--- src/hdl/grd_pkg.sv ---
// grd_pkg: shared types and constants of the grid ray caster
// used by the interface file and every module in hdl

package grd_pkg;

  localparam int unsigned CoordW = 16;
  localparam int unsigned CellW  = 6;
  localparam int unsigned HeightW = 10;
  localparam logic [HeightW-1:0] HeightReset = 10'd600;

  localparam logic [1:0] StatusHit   = 2'd0;
  localparam logic [1:0] StatusMiss  = 2'd1;
  localparam logic [1:0] StatusWrite = 2'd2;

  typedef struct packed {
    logic                     mode;
    logic [CoordW-1:0]        origin_x;
    logic [CoordW-1:0]        origin_y;
    logic signed [CoordW-1:0] dir_x;
    logic signed [CoordW-1:0] dir_y;
    logic [CellW-1:0]         cell_x;
    logic [CellW-1:0]         cell_y;
    logic                     wall_bit;
  } req_t;

  typedef struct packed {
    logic [1:0]        status;
    logic              hit_side;
    logic [31:0]       perp_distance;
    logic [HeightW-1:0] span_start;
    logic [HeightW-1:0] span_end;
    logic signed [7:0] hit_cell_x;
    logic signed [7:0] hit_cell_y;
  } rsp_t;

  // control between sequencer and divider
  typedef struct packed {
    logic start;
  } div_ctl_t;

  typedef struct packed {
    logic busy;
    logic done;
  } div_sts_t;

endpackage

--- src/hdl/grd_div.sv ---
// grd_div: radix-2 restoring divider, 64-bit quotient, one bit per cycle
// depends on grd_pkg

module grd_div (
  input  logic              clk_i,
  input  logic              rst_ni,
  input  grd_pkg::div_ctl_t ctl_i,
  input  logic [63:0]       num_i,
  input  logic [31:0]       den_i,
  output grd_pkg::div_sts_t sts_o,
  output logic [63:0]       quo_o
);

  logic [63:0] quo_q, quo_d;
  logic [32:0] rem_q, rem_d;
  logic [31:0] den_q, den_d;
  logic [6:0]  cnt_q, cnt_d;
  logic        busy_q, busy_d, done_q, done_d;
  logic [32:0] trial;

  always_comb begin
    quo_d = quo_q; rem_d = rem_q; den_d = den_q; cnt_d = cnt_q;
    busy_d = busy_q; done_d = 1'b0;
    trial = {rem_q[31:0], quo_q[63]};
    if (ctl_i.start) begin
      quo_d = num_i; rem_d = '0; den_d = den_i; cnt_d = 7'd64; busy_d = 1'b1;
    end else if (busy_q) begin
      if (trial >= {1'b0, den_q}) begin
        rem_d = trial - {1'b0, den_q};
        quo_d = {quo_q[62:0], 1'b1};
      end else begin
        rem_d = trial;
        quo_d = {quo_q[62:0], 1'b0};
      end
      cnt_d = cnt_q - 7'd1;
      if (cnt_q == 7'd1) begin
        busy_d = 1'b0; done_d = 1'b1;
      end
    end
  end

  always_ff @(posedge clk_i or negedge rst_ni) begin
    if (!rst_ni) begin
      busy_q <= 1'b0; done_q <= 1'b0; cnt_q <= '0;
    end else begin
      busy_q <= busy_d; done_q <= done_d; cnt_q <= cnt_d;
    end
  end

  always_ff @(posedge clk_i) begin
    quo_q <= quo_d; rem_q <= rem_d; den_q <= den_d;
  end

  assign quo_o = quo_q;
  assign sts_o = '{busy: busy_q, done: done_q};

  property p_done_after_busy;
    @(posedge clk_i) disable iff (!rst_ni) done_q |-> !busy_q && $past(busy_q);
  endproperty
  a_done_after_busy: assert property (p_done_after_busy) else $error("div done w/o busy");

  property p_no_restart;
    @(posedge clk_i) disable iff (!rst_ni) busy_q && cnt_q != 7'd1 && !ctl_i.start |=> busy_q;
  endproperty
  a_no_restart: assert property (p_no_restart) else $error("div stopped early");

  property p_quo_bound;
    @(posedge clk_i) disable iff (!rst_ni) busy_q |-> rem_q < {1'b0, den_q};
  endproperty
  a_quo_bound: assert property (p_quo_bound) else $error("div remainder too large");

endmodule

--- config.mk ---
export PLATFORM = sky130hd
export DESIGN_NAME = grd_div
export DESIGN_NICKNAME = d
export VERILOG_FILES = /design/src/hdl/grd_pkg.sv /design/src/hdl/grd_div.sv
export SDC_FILE = /design/constraint.sdc
export NUM_CORES = 1
export LEC_CHECK = 0
export BUFFER_PORTS_ARGS = -buffer_cell sky130_fd_sc_hd__buf_2
export CAP_MARGIN = 40
export CORE_MARGIN = 2
export CORE_UTILIZATION = 47
export CTS_CLUSTER_SIZE = 16
export DETAILED_ROUTE_END_ITERATION = 12
export PLACE_DENSITY = 0.77
export SLEW_MARGIN = 0
export SYNTH_ARGS = -nofsm -noshare
export SYNTH_HDL_FRONTEND = slang
export SYNTH_SLANG_ARGS = --single-unit
--- constraint.sdc ---
create_clock -name clk_i -period 4.7 [get_ports clk_i]
set_input_delay 0.235 -clock clk_i [delete_from_list [all_inputs] [get_ports clk_i]]
set_output_delay 0.235 -clock clk_i [all_outputs]
set_load 0.005 [all_outputs]
* Word level (Yosys, flattened, before mapping)
Cells that the tools add are included.
W data, S select, Z words.
** Cells by class
- Multiplexer cells :: 12
- Equality and inequality tests :: 1
- Magnitude comparators :: 1
- Add/subtract/negate cells :: 2
- Reductions and logical operators :: 1
** Operators by type and width (count)
- $mux W64 :: 2
- $ge A33 B32 Y1 :: 1
- $mux W32 :: 1
- $sub A32 B32 Y32 :: 1
- $mux W7 :: 2
- $eq A7 B1 Y1 const B :: 1
- $mux W1 :: 7
- $sub A7 B1 Y7 const B :: 1
- $reduce_bool A2 Y1 :: 1
** Word-level totals
- Bits of input ports :: 99
- Output and inout port bits :: 66
- Logic and storage cells :: 23
- Register bits :: 137

* Logic depth before layout (Yosys ltp)
Gate-level depths: netlist (run 1).
- Depth after elaboration :: 4
- Depth in mapped cells :: 14
- Mapped depth without buffers :: 12

* Least setup slack after synthesis (run 1)
OpenSTA, ideal clock, no wires.
- Kind :: register to register
- Start point :: reg quo_q[63], in the netlist quo_o[63]
- End point :: reg rem_q[28]
- Slack :: 2083 ps
- Cell stages (with the launch flop) :: 13
- Library setup time :: 117 ps
- Clock period less this slack :: 2617 ps
- Path buffers :: 0
- Required time :: 4583 ps
- Arrival time :: 2500 ps
- Cell sequence :: edfxtp_1 inv_1 ha_1 fa_1 nand2b_1 a21o_1 a21oi_1 nor3_1 o31ai_1 a31oi_1 xor2_1 a21oi_1 a22o_1
** On the way
- Longest elaborated chain between the ends :: 2
- Elaborated cells on any way between the ends :: 3
- Those cells by class :: 1 x add/sub; 1 x order compare; 1 x mux
** RTL lines
- from (decl) :: line grd_div.sv:14 : logic [63:0] quo_q, quo_d;
- from (signal assigned) :: line grd_div.sv:51 : quo_q <= quo_d; rem_q <= rem_d; den_q <= den_d;
- $sub A32 B32 Y32 / $ge A33 B32 Y1 (equally long branches) :: line grd_div.sv:29, grd_div.sv:28
- $mux W32 (*) :: line grd_div.sv:28 : if (trial >= {1'b0, den_q}) begin
- to (signal assigned) :: line grd_div.sv:51
- to (decl) :: line grd_div.sv:15 : logic [32:0] rem_q, rem_d;
Every way passes the cells marked *; elsewhere a longest branch is shown, timed or not.
A chain may end at the register's enable or synchronous reset.

* Worst setup path after layout (run 1)
- Start point :: reg den_q[3]
- End point :: reg rem_q[15]
** On the way
- Longest elaborated chain between the ends :: 2
- Elaborated cells on any way between the ends :: 3
- Those cells by class :: 1 x add/sub; 1 x order compare; 1 x mux
** RTL lines
- from (decl) :: line grd_div.sv:16 : logic [31:0] den_q, den_d;
- from (signal assigned) :: line grd_div.sv:51
- $sub A32 B32 Y32 / $ge A33 B32 Y1 (equally long branches) :: line grd_div.sv:29, grd_div.sv:28
- $mux W32 (*) :: line grd_div.sv:28
Marks and branches as above.

==> results by group, run 1 <==
Worst setup path
  • Max incr delay on CP: 0.55 ns
  • Critical path arrival: 3.51 ns
  • Crit path cell chain: inv_1 > ha_1 > o211ai_1 > a21oi_1 > o21ai_1 > o2111ai_1 > a31oi_1 > o21ai_4 > buf_4 > nor2_1 > a31oi_1 > a211oi_2
  • CP Buf/Inv Count: 2
  • Crit-path slowest cell: o21ai_4
  • CP most frequent cell: a31oi_1
  • CP top delay family: compound AO/OA/AOI/OAI gates
  • Crit path capture type: flop
  • Crit start category: flop
  • Critical Path RT: 4.97 ns
  • Worst Path Max Fanout: 29
  • WS Path Type: flop to flop

Routing
  • Iter 0 DRT Violations: 334
  • Vias: 5393
  • Drt total wl: 16600 um
  • Drt first pass iters: 5
  • DRC viols: 0
  • DRT antenna net count: 0
  • Wirelength per Cell: 16.2 um
  • Number of vias per cell: 5.25

Place
  • Routability-driven placement congestion ratio: 0.863
  • Hpwl dp: 11900 um
  • PortBufs: 164

CTS
  • Root buffer cell: clkbuf_16
  • CTS Hold Bufs: 31
  • Htree depth: 4
  • Clock sink count: 137
  • Clk_lat worst skew: 0.42 ns
  • Setup Fix Bufs, Post-CTS: 0
  • TritonCTS clock tree: done
  • Clock Pin Slew Worst Setup and Hold Paths: 0.07 ns
  • CTS Buffer Depth: 2
  • CTS resizes: 0
  • CTS buffer count: 17

Layout
  • Fill cells: 1295
  • Area growth syn-to-layout: 26.1%
  • Layout cell share with drive strength beyond 1: 0.326
  • Register area: 3750 um^2
  • Fin util: 0.602
  • Final net count: 959
  • Multi-input logic area: 3180 um^2

Timing
  • Pins Over Slew Limit: 0
  • Fmax: 308 MHz
  • Period utilization: 0.691
  • Slew @ Worst Pin: 0.817 ns
  • Unrepaired setup endpoints after global routing: no
  • Clock Skew: 0.0176 ns
  • TNS Setup: 0 ns
  • Final hold vios: 0
  • Slew margin rel.: 0.455
  • Final setup viols: 0
  • Min Clock Period, post-route: 3.25 ns

Global route
  • Largest net degree at the start of global routing: 65
  • Vias in the first global route: 5415
  • GRT overflow: 0
  • Total GRT Usage: 0.211
  • Antenna violations before repair: 2
  • First-pass GRT wire length: 26800 um

Logic synthesis
  • Flops & latches, synth: 137
  • Unique masters post-synth: 56
  • Warnings from Yosys: 0
  • Top_reg_cell synth: edfxtp_1
  • Syn Inst Count: 630
  • Syn Nets: 764
  • Cell Area, Synth: 7200 um^2
  • Syn Area/Cell: 11.4 um^2
  • Seq/Total Area, Yosys: 0.520
  • Fraction of registers with async set/reset: 0.0657
  • Post-synth EDFFs: 96

Pwr
  • Pwr/cell area: 504 nW/um^2
  • Lkg Pwr: 3.86 nW
  • Max rail drop VDD: 281 uV

Die
  • CORE AREA: 15100 um^2
  • Row Count: 45
  • Initial Util: 0.477
  • Die width: 128 um
  • Die Area: 16300 um^2
  • Boundary Pins: 165
  • Chip Height: 128 um

Status
  • Outcome: completed

Worst hold path
  • Hold Path Class: input port to flop

Flow run
  • MaxCap Viol Count: 0
through the flow:
step | power (mW) | setup slack [ns] | area [um^2] | instances | hold slack [ns]
global placement | 3.25 | 1.56 | 8190 | 961 | 0.0977
global route | 4.87 | 1.15 | 9080 | 1026 | 0.103
finish | 4.58 | 1.45 | 9080 | 1027 | 0.112
CTS | 4.60 | 1.45 | 9060 | 1024 | 0.000538
floorplan | 2.90 | 2.08 | 7200 | 630 | -0.0606
detailed placement | 3.28 | 1.46 | 8190 | 961 | 0.0960
flip-flops by register name, summed over array words and instances (netlist names):
register	cells
done_q	1
den_q	32
quo_o	64
rem_q	32
busy_q	1
cnt_q	7
cell type report:
class,count,area share
multi-input cells,425,0.350
diodes,1,0.000275
repair buffers,203,0.132
flip-flops and latches,137,0.413
inverters,41,0.0169
clock inverters,15,0.0154
well taps,188,0.0259
clock buffers,17,0.0468
synthesized netlist by cell type (2+ instances only):
master | n | area [um^2]
inv_1 | 41 | 154
nor4_1 | 2 | 12.5
and2_1 | 2 | 12.5
or3_1 | 2 | 12.5
buf_4 | 6 | 45.0
a211oi_2 | 2 | 25.0
nand2b_1 | 9 | 56.3
o21ai_0 | 11 | 55.1
nor3_1 | 6 | 30.0
clkbuf_1 | 18 | 67.6
o21bai_1 | 2 | 15.0
nand2_1 | 41 | 154
nor2b_1 | 5 | 31.3
o211ai_1 | 7 | 52.6
a21o_1 | 8 | 60.1
ha_1 | 34 | 425
nand3_1 | 6 | 30.0
a21oi_1 | 32 | 160
nand4_1 | 6 | 37.5
mux2i_1 | 20 | 200
xor2_1 | 11 | 96.3
o21ai_1 | 20 | 100
a211oi_1 | 24 | 180
a221oi_1 | 2 | 17.5
dfrtp_1 | 9 | 225
edfxtp_1 | 96 | 2880
o21a_1 | 4 | 30.0
nor2_1 | 52 | 195
a211o_1 | 2 | 17.5
and3_1 | 4 | 25.0
a31oi_1 | 6 | 37.5
xnor2_1 | 20 | 175
mux2_2 | 65 | 732
a2111oi_2 | 2 | 30.0
dfxtp_1 | 32 | 641
worst reg2reg max path, delay by kind of cell, from the launching register on:
family,cells,cell delay (ns)
fa+ha+maj,1,0.36
buf+inv,2,0.51
compound gates,8,1.81
simple gates,1,0.10
flops,1,0.32
cell usage in the layout, fill, tap and decap left out, types with 3 or more instances in the layout:
cell / count
a211oi_1: 24
a21o_1: 8
a21oi_1: 32
a31oi_1: 6
and3_1: 4
buf_2: 163
buf_4: 7
clkbuf_16: 17
clkinvlp_4: 3
dfrtp_1: 8
dfxtp_1: 32
dlygate4sd3_1: 33
edfxtp_1: 96
ha_1: 34
inv_1: 40
inv_6: 5
mux2_2: 65
mux2i_1: 20
nand2_1: 41
nand2b_1: 9
nand3_1: 6
nand4_1: 6
nor2_1: 52
nor2b_1: 5
nor3_1: 6
o211ai_1: 7
o21a_1: 4
o21ai_0: 11
o21ai_1: 19
xnor2_1: 20
xor2_1: 11
kinds of logic (layout without fill, tap and decap cells):
logic type	count (synthesis)	after routing	synth area share
flip-flops	137	137	0.520
multiplexers	85	85	0.129
other	0	1	0
buffers and inverters	68	276	0.0399
AO/OA/AOI/OAI	134	134	0.122
adder cells (fa/ha/maj)	35	35	0.0618
AND/OR/NAND/NOR	140	140	0.0884
XOR/XNOR	31	31	0.0377
power breakdown:
part	switching [mW]	total, mW	internal, mW
sequential	0.160	1.71	1.55
combinational	0.849	1.59	0.741
clock	0.544	1.28	0.738
final timing paths:
check,startpoint,to,slack (ns),cells past startpoint
setup / recovery,den_q[3],rem_q[15],1.45,12
hold / removal,num_i[46],quo_o[46],0.11,2
hold reg to reg,rem_q[8],rem_q[8],0.48,2
setup reg to reg,den_q[3],rem_q[15],1.45,12
min in group asynchronous,rst_ni,done_q,0.19,2
max in group asynchronous,rst_ni,busy_q,4.30,2
routing by layer:
layer / vias up / share of wire / GRT usage
li1: 2703 / - / -
met1: 2530 / 0.43 / 0.256
met2: 139 / 0.49 / 0.358
met3: 19 / 0.060 / 0.0651
met4: 2 / 0.015 / 0.0679
met5: - / 0.00066 / 0
No activity file was read; power rests on OpenSTA's default activity.
==> run 2: changes to the inputs <==
clock period = 3.1 ns   (was 4.7 ns; I/O delays follow)
==> run 2 against run 1 <==
  * Clock power increased by 53%
  * Wire length increased by 0.17%
  * Critical path depth unchanged
  * Clock skew decreased by 0.0032 ns
  * Highest routed layer unchanged
==> results by group, run 2 (synthesis results as in run 1) <==
Timing
  • Pins Over Slew Limit: 0 (unchanged)
  • Final hold vios: 0 (unchanged)
  • Unrepaired setup endpoints after global routing: no
  • Period utilization: 0.903 (+0.213)
  • Final setup viols: 0 (unchanged)
  • Clock Skew: 0.0144 ns (-0.00319 ns)
  • Slew @ Worst Pin: 0.650 ns (-0.167 ns)
  • Fmax: 357 MHz (+16%)
  • Min Clock Period, post-route: 2.80 ns (-0.445 ns)
  • Final hold slack: 0.0200 ns (-0.0915 ns)
  • TNS Setup: 0 ns (unchanged)
  • Slew margin rel.: 0.567 (+0.111)

Routing
  • DRC viols: 0 (unchanged)
  • Drt first pass iters: 4 (-1)
  • Wirelength per Cell: 16.2 um (+0.27%)
  • Number of vias per cell: 5.31 (+1.0%)
  • Iter 0 DRT Violations: 284 (-15%)
  • DRT antenna net count: 0 (unchanged)
  • Drt total wl: 16700 um (+0.17%)
  • Vias: 5444 (+0.95%)

Die
  • Chip Height: 128 um (unchanged)
  • CORE AREA: 15100 um^2 (unchanged)
  • Die width: 128 um (unchanged)
  • Row Count: 45 (unchanged)
  • Initial Util: 0.477 (unchanged)
  • Boundary Pins: 165 (unchanged)
  • Die Area: 16300 um^2 (unchanged)

Global route
  • Met1 Usage GRT: 0.259 (+0.00293)
  • GR Layer Usage met3: 0.0701 (+0.00501)
  • Antenna violations before repair: 1 (-1)
  • Vias in the first global route: 5562 (+2.7%)
  • First-pass GRT wire length: 27200 um (+1.4%)
  • Total GRT Usage: 0.214 (+0.00340)
  • Largest net degree at the start of global routing: 63 (-3.1%)
  • GRT overflow: 0 (unchanged)
  • Busiest layer in global routing: met2
  • GRT met2 Usage: 0.362 (+0.00409)

Pwr
  • Total Power: 6.99 mW (+53%)
  • Lkg Pwr: 3.86 nW (+0.16%)
  • Pwr/cell area: 768 nW/um^2 (+52%)
  • Max rail drop VDD: 551 uV (+96%)

CTS
  • CTS buffer count: 17 (unchanged)
  • Root buffer cell: clkbuf_16
  • Clock sink count: 137 (unchanged)
  • Clock Pin Slew Worst Setup and Hold Paths: 0.06 ns (about the same)
  • Htree depth: 4 (unchanged)
  • TritonCTS clock tree: done
  • CTS Buffer Depth: 2 (unchanged)
  • Clk_lat worst skew: 0.43 ns (about the same)

Flow run
  • MaxCap Viol Count: 0 (unchanged)

Worst setup path
  • CP most frequent cell: a21oi_1
  • Worst-case reg-to-reg path depth: 12 (unchanged)
  • Critical R2R Launch: den_q[3]
  • Crit-path slowest cell: ha_1
  • R2r setup slk: 0.30 ns (-1.15 ns)
  • CP top delay family: compound AO/OA/AOI/OAI gates
  • Crit start category: flop
  • CP Buf/Inv Count: 2 (unchanged)
  • RR Endpoint: rem_q[25]
  • Crit path cell chain: inv_1 > ha_1 > o211ai_1 > a21oi_1 > o21ai_1 > o2111ai_1 > a31oi_1 > o21ai_4 > buf_12 > nand2_1 > a21oi_1 > a2111oi_2
  • WS Path Type: flop to flop
  • Worst Path Max Fanout: 30 (+3.4%)
  • Critical Path RT: 3.38 ns (-1.59 ns)
  • Crit path capture type: flop
  • Max incr delay on CP: 0.36 ns (-0.19 ns)
  • Critical path arrival: 3.08 ns (-0.43 ns)

Place
  • Cell Area, Placed: 8200 um^2 (+0.15%)
  • PortBufs: 164 (unchanged)
  • Routability-driven placement congestion ratio: 0.871 (+0.97%)
  • Placed Cells: 961 (unchanged)
  • Hpwl dp: 11800 um (-0.84%)

Layout
  • Area growth syn-to-layout: 26.3%
  • Largest register FFs: 64 (unchanged)
  • Layout cell share with drive strength beyond 1: 0.327 (+0.00119)
  • Design area: 9100 um^2 (+0.17%)
  • Leading cell types in the layout, fill and taps excluded: buf_2 (163), edfxtp_1 (96), mux2_2 (65), nor2_1 (52), nand2_1 (41)
  • Diode count: 0 (-1)
  • Final net count: 959 (unchanged)
  • Commonest non-fill, non-tap cell in the layout: buf_2
  • Post-Layout Cell Count: 1026 (-0.097%)

Worst hold path
  • Worst hold endpoint: quo_o[33]
  • WHS Path Cells: 2 (unchanged)
  • Min-delay src: num_i[33]
  • Hold Path Class: input port to flop

Status
  • Outcome: completed
## run 2: area by class of cell
| cell class | count | area [um^2] |
|---|---|---|
| multi-input cells | 425 | 3180 |
| inverters | 41 | 154 |
| clock inverters | 14 | 136 |
| repair buffers | 203 | 1210 |
| flip-flops and latches | 137 | 3750 |
| clock buffers | 18 | 429 |
| well taps | 188 | 235 |
| fillers | 1269 | 5990 |
## run 2: metal layers
metal,vias to the layer above,part of all wire
met1,2539,0.42
li1,2709,-
met3,22,0.067
met2,172,0.49
met4,2,0.016
met5,-,0.00078
## run 2: power breakdown
| part | switching, mW | total, mW | internal [mW] | leakage [nW] |
|---|---|---|---|---|
| Combinational | 1.30 | 2.45 | 1.15 | 2.23 |
| Clock | 0.838 | 1.96 | 1.12 | 0.270 |
| Sequential | 0.237 | 2.58 | 2.35 | 1.36 |
| Total | 2.37 | 6.99 | 4.62 | 3.86 |
## run 2: what timing repair did
| item | in CTS | in global routing |
|---|---|---|
| resized for setup | 0 | 1 |
| setup buffers | 0 | 0 |
| hold endpoints to repair | 41 | 0 |
| hold buffers | 33 | 0 |
| endpoints found under the setup margin | 0 | 3 |
## run 2: worst max path at each step
stage / from / to / slack (ns) / cells after the start
floorplan: quo_o[63] / rem_q[28] / 0.48 / 12
global placement: quo_o[63] / rem_q[28] / 0.31 / 12
detailed placement: quo_o[63] / rem_q[28] / 0.19 / 12
CTS: quo_o[63] / rem_q[28] / 0.19 / 12
global route: quo_o[63] / rem_q[28] / 0.01 / 12
finish: den_q[3] / rem_q[25] / 0.30 / 12
## run 2: metrics by stage
step	utilization	setup slack [ns]
finish	0.603	0.300
global route	0.603	0.0148
CTS	0.603	0.186
detailed placement	0.543	0.193
global placement	0.543	0.313
floorplan	-	0.483
==> run 3: changes to the inputs <==
CORE_UTILIZATION = 55   (was 47)
PLACE_DENSITY = 0.87   (was 0.77)
==> run 3 against run 2 <==
  * Core utilization increased by 11 points
  * Global-route usage increased by 3.9 points
  * Sequential power about the same
  * Cell count decreased by 1.5%
  * Critical path depth decreased by 1
  * Largest power group unchanged
  * Highest routed layer is now met4
==> results by group, run 3 (synthesis results as in run 1) <==
Routing
  • Drt total wl: 17100 um (+2.5%)
  • DRC viols: 0 (unchanged)
  • Wirelength per Cell: 16.9 um (+4.0%)
  • Drt first pass iters: 5 (+1)
  • Iter 0 DRT Violations: 368 (+30%)
  • DRT antenna net count: 0 (unchanged)
  • Vias: 5596 (+2.8%)
  • Number of vias per cell: 5.54 (+4.3%)

Global route
  • Vias in the first global route: 5819 (+4.6%)
  • First-pass GRT wire length: 28000 um (+3.0%)
  • Antenna violations before repair: 1 (unchanged)
  • Total GRT Usage: 0.253 (+0.0389)
  • GRT overflow: 0 (unchanged)
  • Largest net degree at the start of global routing: 87 (+38%)

Layout
  • Diode count: 0 (unchanged)
  • Area growth syn-to-layout: 26.8%
  • Commonest non-fill, non-tap cell in the layout: buf_2
  • Leading cell types in the layout, fill and taps excluded: buf_2 (163), edfxtp_1 (96), mux2_2 (65), nor2_1 (52), nand2_1 (41)
  • Design area: 9130 um^2 (+0.38%)
  • Final net count: 960 (+0.10%)
  • Fill cells: 905 (-29%)
  • Layout cell share with drive strength beyond 1: 0.328 (+0.000802)
  • Largest register FFs: 64 (unchanged)

CTS
  • CTS Buffer Depth: 2 (unchanged)
  • TritonCTS clock tree: done
  • Clk_lat worst skew: 0.42 ns (about the same)
  • Root buffer cell: clkbuf_16
  • Clock Pin Slew Worst Setup and Hold Paths: 0.06 ns (about the same)
  • CTS buffer count: 17 (unchanged)
  • Clock sink count: 137 (unchanged)
  • Htree depth: 4 (unchanged)

Timing
  • Final WS setup: 0.254 ns (-0.0459 ns)
  • Fmax: 351 MHz (-1.6%)
  • Pins Over Slew Limit: 0 (unchanged)
  • Min Clock Period, post-route: 2.85 ns (+0.0459 ns)
  • Slew margin rel.: 0.459 (-0.107)
  • TNS Setup: 0 ns (unchanged)
  • Clock Skew: 0.00807 ns (-0.00638 ns)
  • Period utilization: 0.918 (+0.0148)
  • Final setup viols: 0 (unchanged)
  • Final hold vios: 0 (unchanged)
  • Slew @ Worst Pin: 0.811 ns (+0.161 ns)

Die
  • Chip Height: 118 um (-7.3%)
  • Boundary Pins: 165 (unchanged)
  • CORE AREA: 12700 um^2 (-16%)
  • Die Area: 14000 um^2 (-14%)
  • Die width: 118 um (-7.3%)
  • Initial Util: 0.566 (+0.0888)
  • Row Count: 41 (-8.9%)

Worst setup path
  • Crit path cell chain: inv_1 > ha_1 > o211ai_1 > a21oi_1 > o21ai_1 > o2111ai_1 > a31oi_1 > o21ai_1 > a31oi_1 > mux2i_1 > o211ai_1
  • WS Path Type: flop to flop
  • CP Buf/Inv Count: 1 (-1)
  • Max incr delay on CP: 0.42 ns (+0.06 ns)
  • Crit-path slowest cell: a31oi_1
  • CP top delay family: compound AO/OA/AOI/OAI gates
  • Critical path arrival: 3.14 ns (+0.06 ns)
  • Worst Path Max Fanout: 5 (-83%)
  • Crit start category: flop
  • Crit path capture type: flop
  • Critical Path RT: 3.39 ns (about the same)

Status
  • Outcome: completed

Flow run
  • MaxCap Viol Count: 0 (unchanged)

Pwr
  • Total Power: 7.15 mW (+2.4%)
  • Lkg Pwr: 3.89 nW (+0.76%)
  • Max rail drop VDD: 559 uV (+1.5%)
  • Pwr/cell area: 783 nW/um^2 (+2.0%)

Worst hold path
  • Hold Path Class: input port to flop

Place
  • Hpwl dp: 11900 um (+1.5%)
  • Routability-driven placement congestion ratio: 0.904 (+3.8%)
  • Cell Area, Placed: 8190 um^2 (about the same)
  • DP Worst Slack: 0.146 ns (-0.0466 ns)
  • PortBufs: 164 (unchanged)
run 3: cell count changes in the layout (fill, tap and decap cells not counted), sizes merged:
| cell | previous run | this run |
|---|---|---|
| clkinv | 2 | 5 |
| bufinv | 1 | 3 |
| buf | 170 | 171 |
| clkinvlp | 3 | 2 |
| inv | 49 | 45 |
run 3: final timing paths:
path / start / end / slack, ns / cells after the start
worst max register to register: den_q[2] / rem_q[31] / 0.25 / 11
worst max-delay path: den_q[2] / rem_q[31] / 0.25 / 11
worst min-delay path: num_i[18] / quo_o[18] / 0.04 / 2
min in group asynchronous: rst_ni / cnt_q[1] / 0.17 / 2
worst min register to register: rem_q[30] / rem_q[30] / 0.49 / 2
max in group asynchronous: rst_ni / busy_q / 2.73 / 2
run 3: cell type report:
cell class,instances,area (um^2),area share
clock buffers,18,429,0.0470
well taps,172,215,0.0236
flip-flops and latches,137,3750,0.411
repair buffers,204,1230,0.135
inverters,41,154,0.0168
multi-input cells,425,3180,0.348
clock inverters,14,171,0.0188
run 3: metrics by stage:
stage / hold WS [ns] / cells / utilization
after global routing: 0.0176 / 1011 / 0.718
after floorplan: -0.141 / 630 / -
after CTS: 0.0187 / 1010 / 0.717
after detailed placement: 0.00969 / 945 / 0.644
final: 0.0397 / 1011 / 0.718
after global placement: 0.00291 / 945 / 0.644
run 3: worst reg2reg max path: stages, from the launching register on:
cell	delay (ns)
edfxtp_1	0.36
inv_1	0.08
ha_1	0.29
o211ai_1	0.20
a21oi_1	0.09
o21ai_1	0.27
o2111ai_1	0.23
a31oi_1	0.42
o21ai_1	0.15
a31oi_1	0.29
mux2i_1	0.23
o211ai_1	0.11
run 3: what timing repair did:
| item | CTS | global route |
|---|---|---|
| endpoints found under the setup margin | 0 | 3 |
| hold endpoints to repair | 41 | 0 |
| buffers inserted | 0 | 1 |
| hold buffers | 33 | 0 |
| gates resized for setup | 0 | 1 |
run 3: per-layer routing:
| metal | GRT usage | wire length (um) |
|---|---|---|
| met5 | 0 | 0 |
| met4 | 0.0938 | 370 |
| met3 | 0.0922 | 1160 |
| met2 | 0.440 | 8740 |
| met1 | 0.283 | 6800 |
run 3: power by group:
part / internal [mW] / switching (mW) / total [mW]
sequential: 2.35 / 0.259 / 2.61
combinational: 1.17 / 1.34 / 2.50
clock: 1.27 / 0.776 / 2.05
total: 4.78 / 2.37 / 7.15
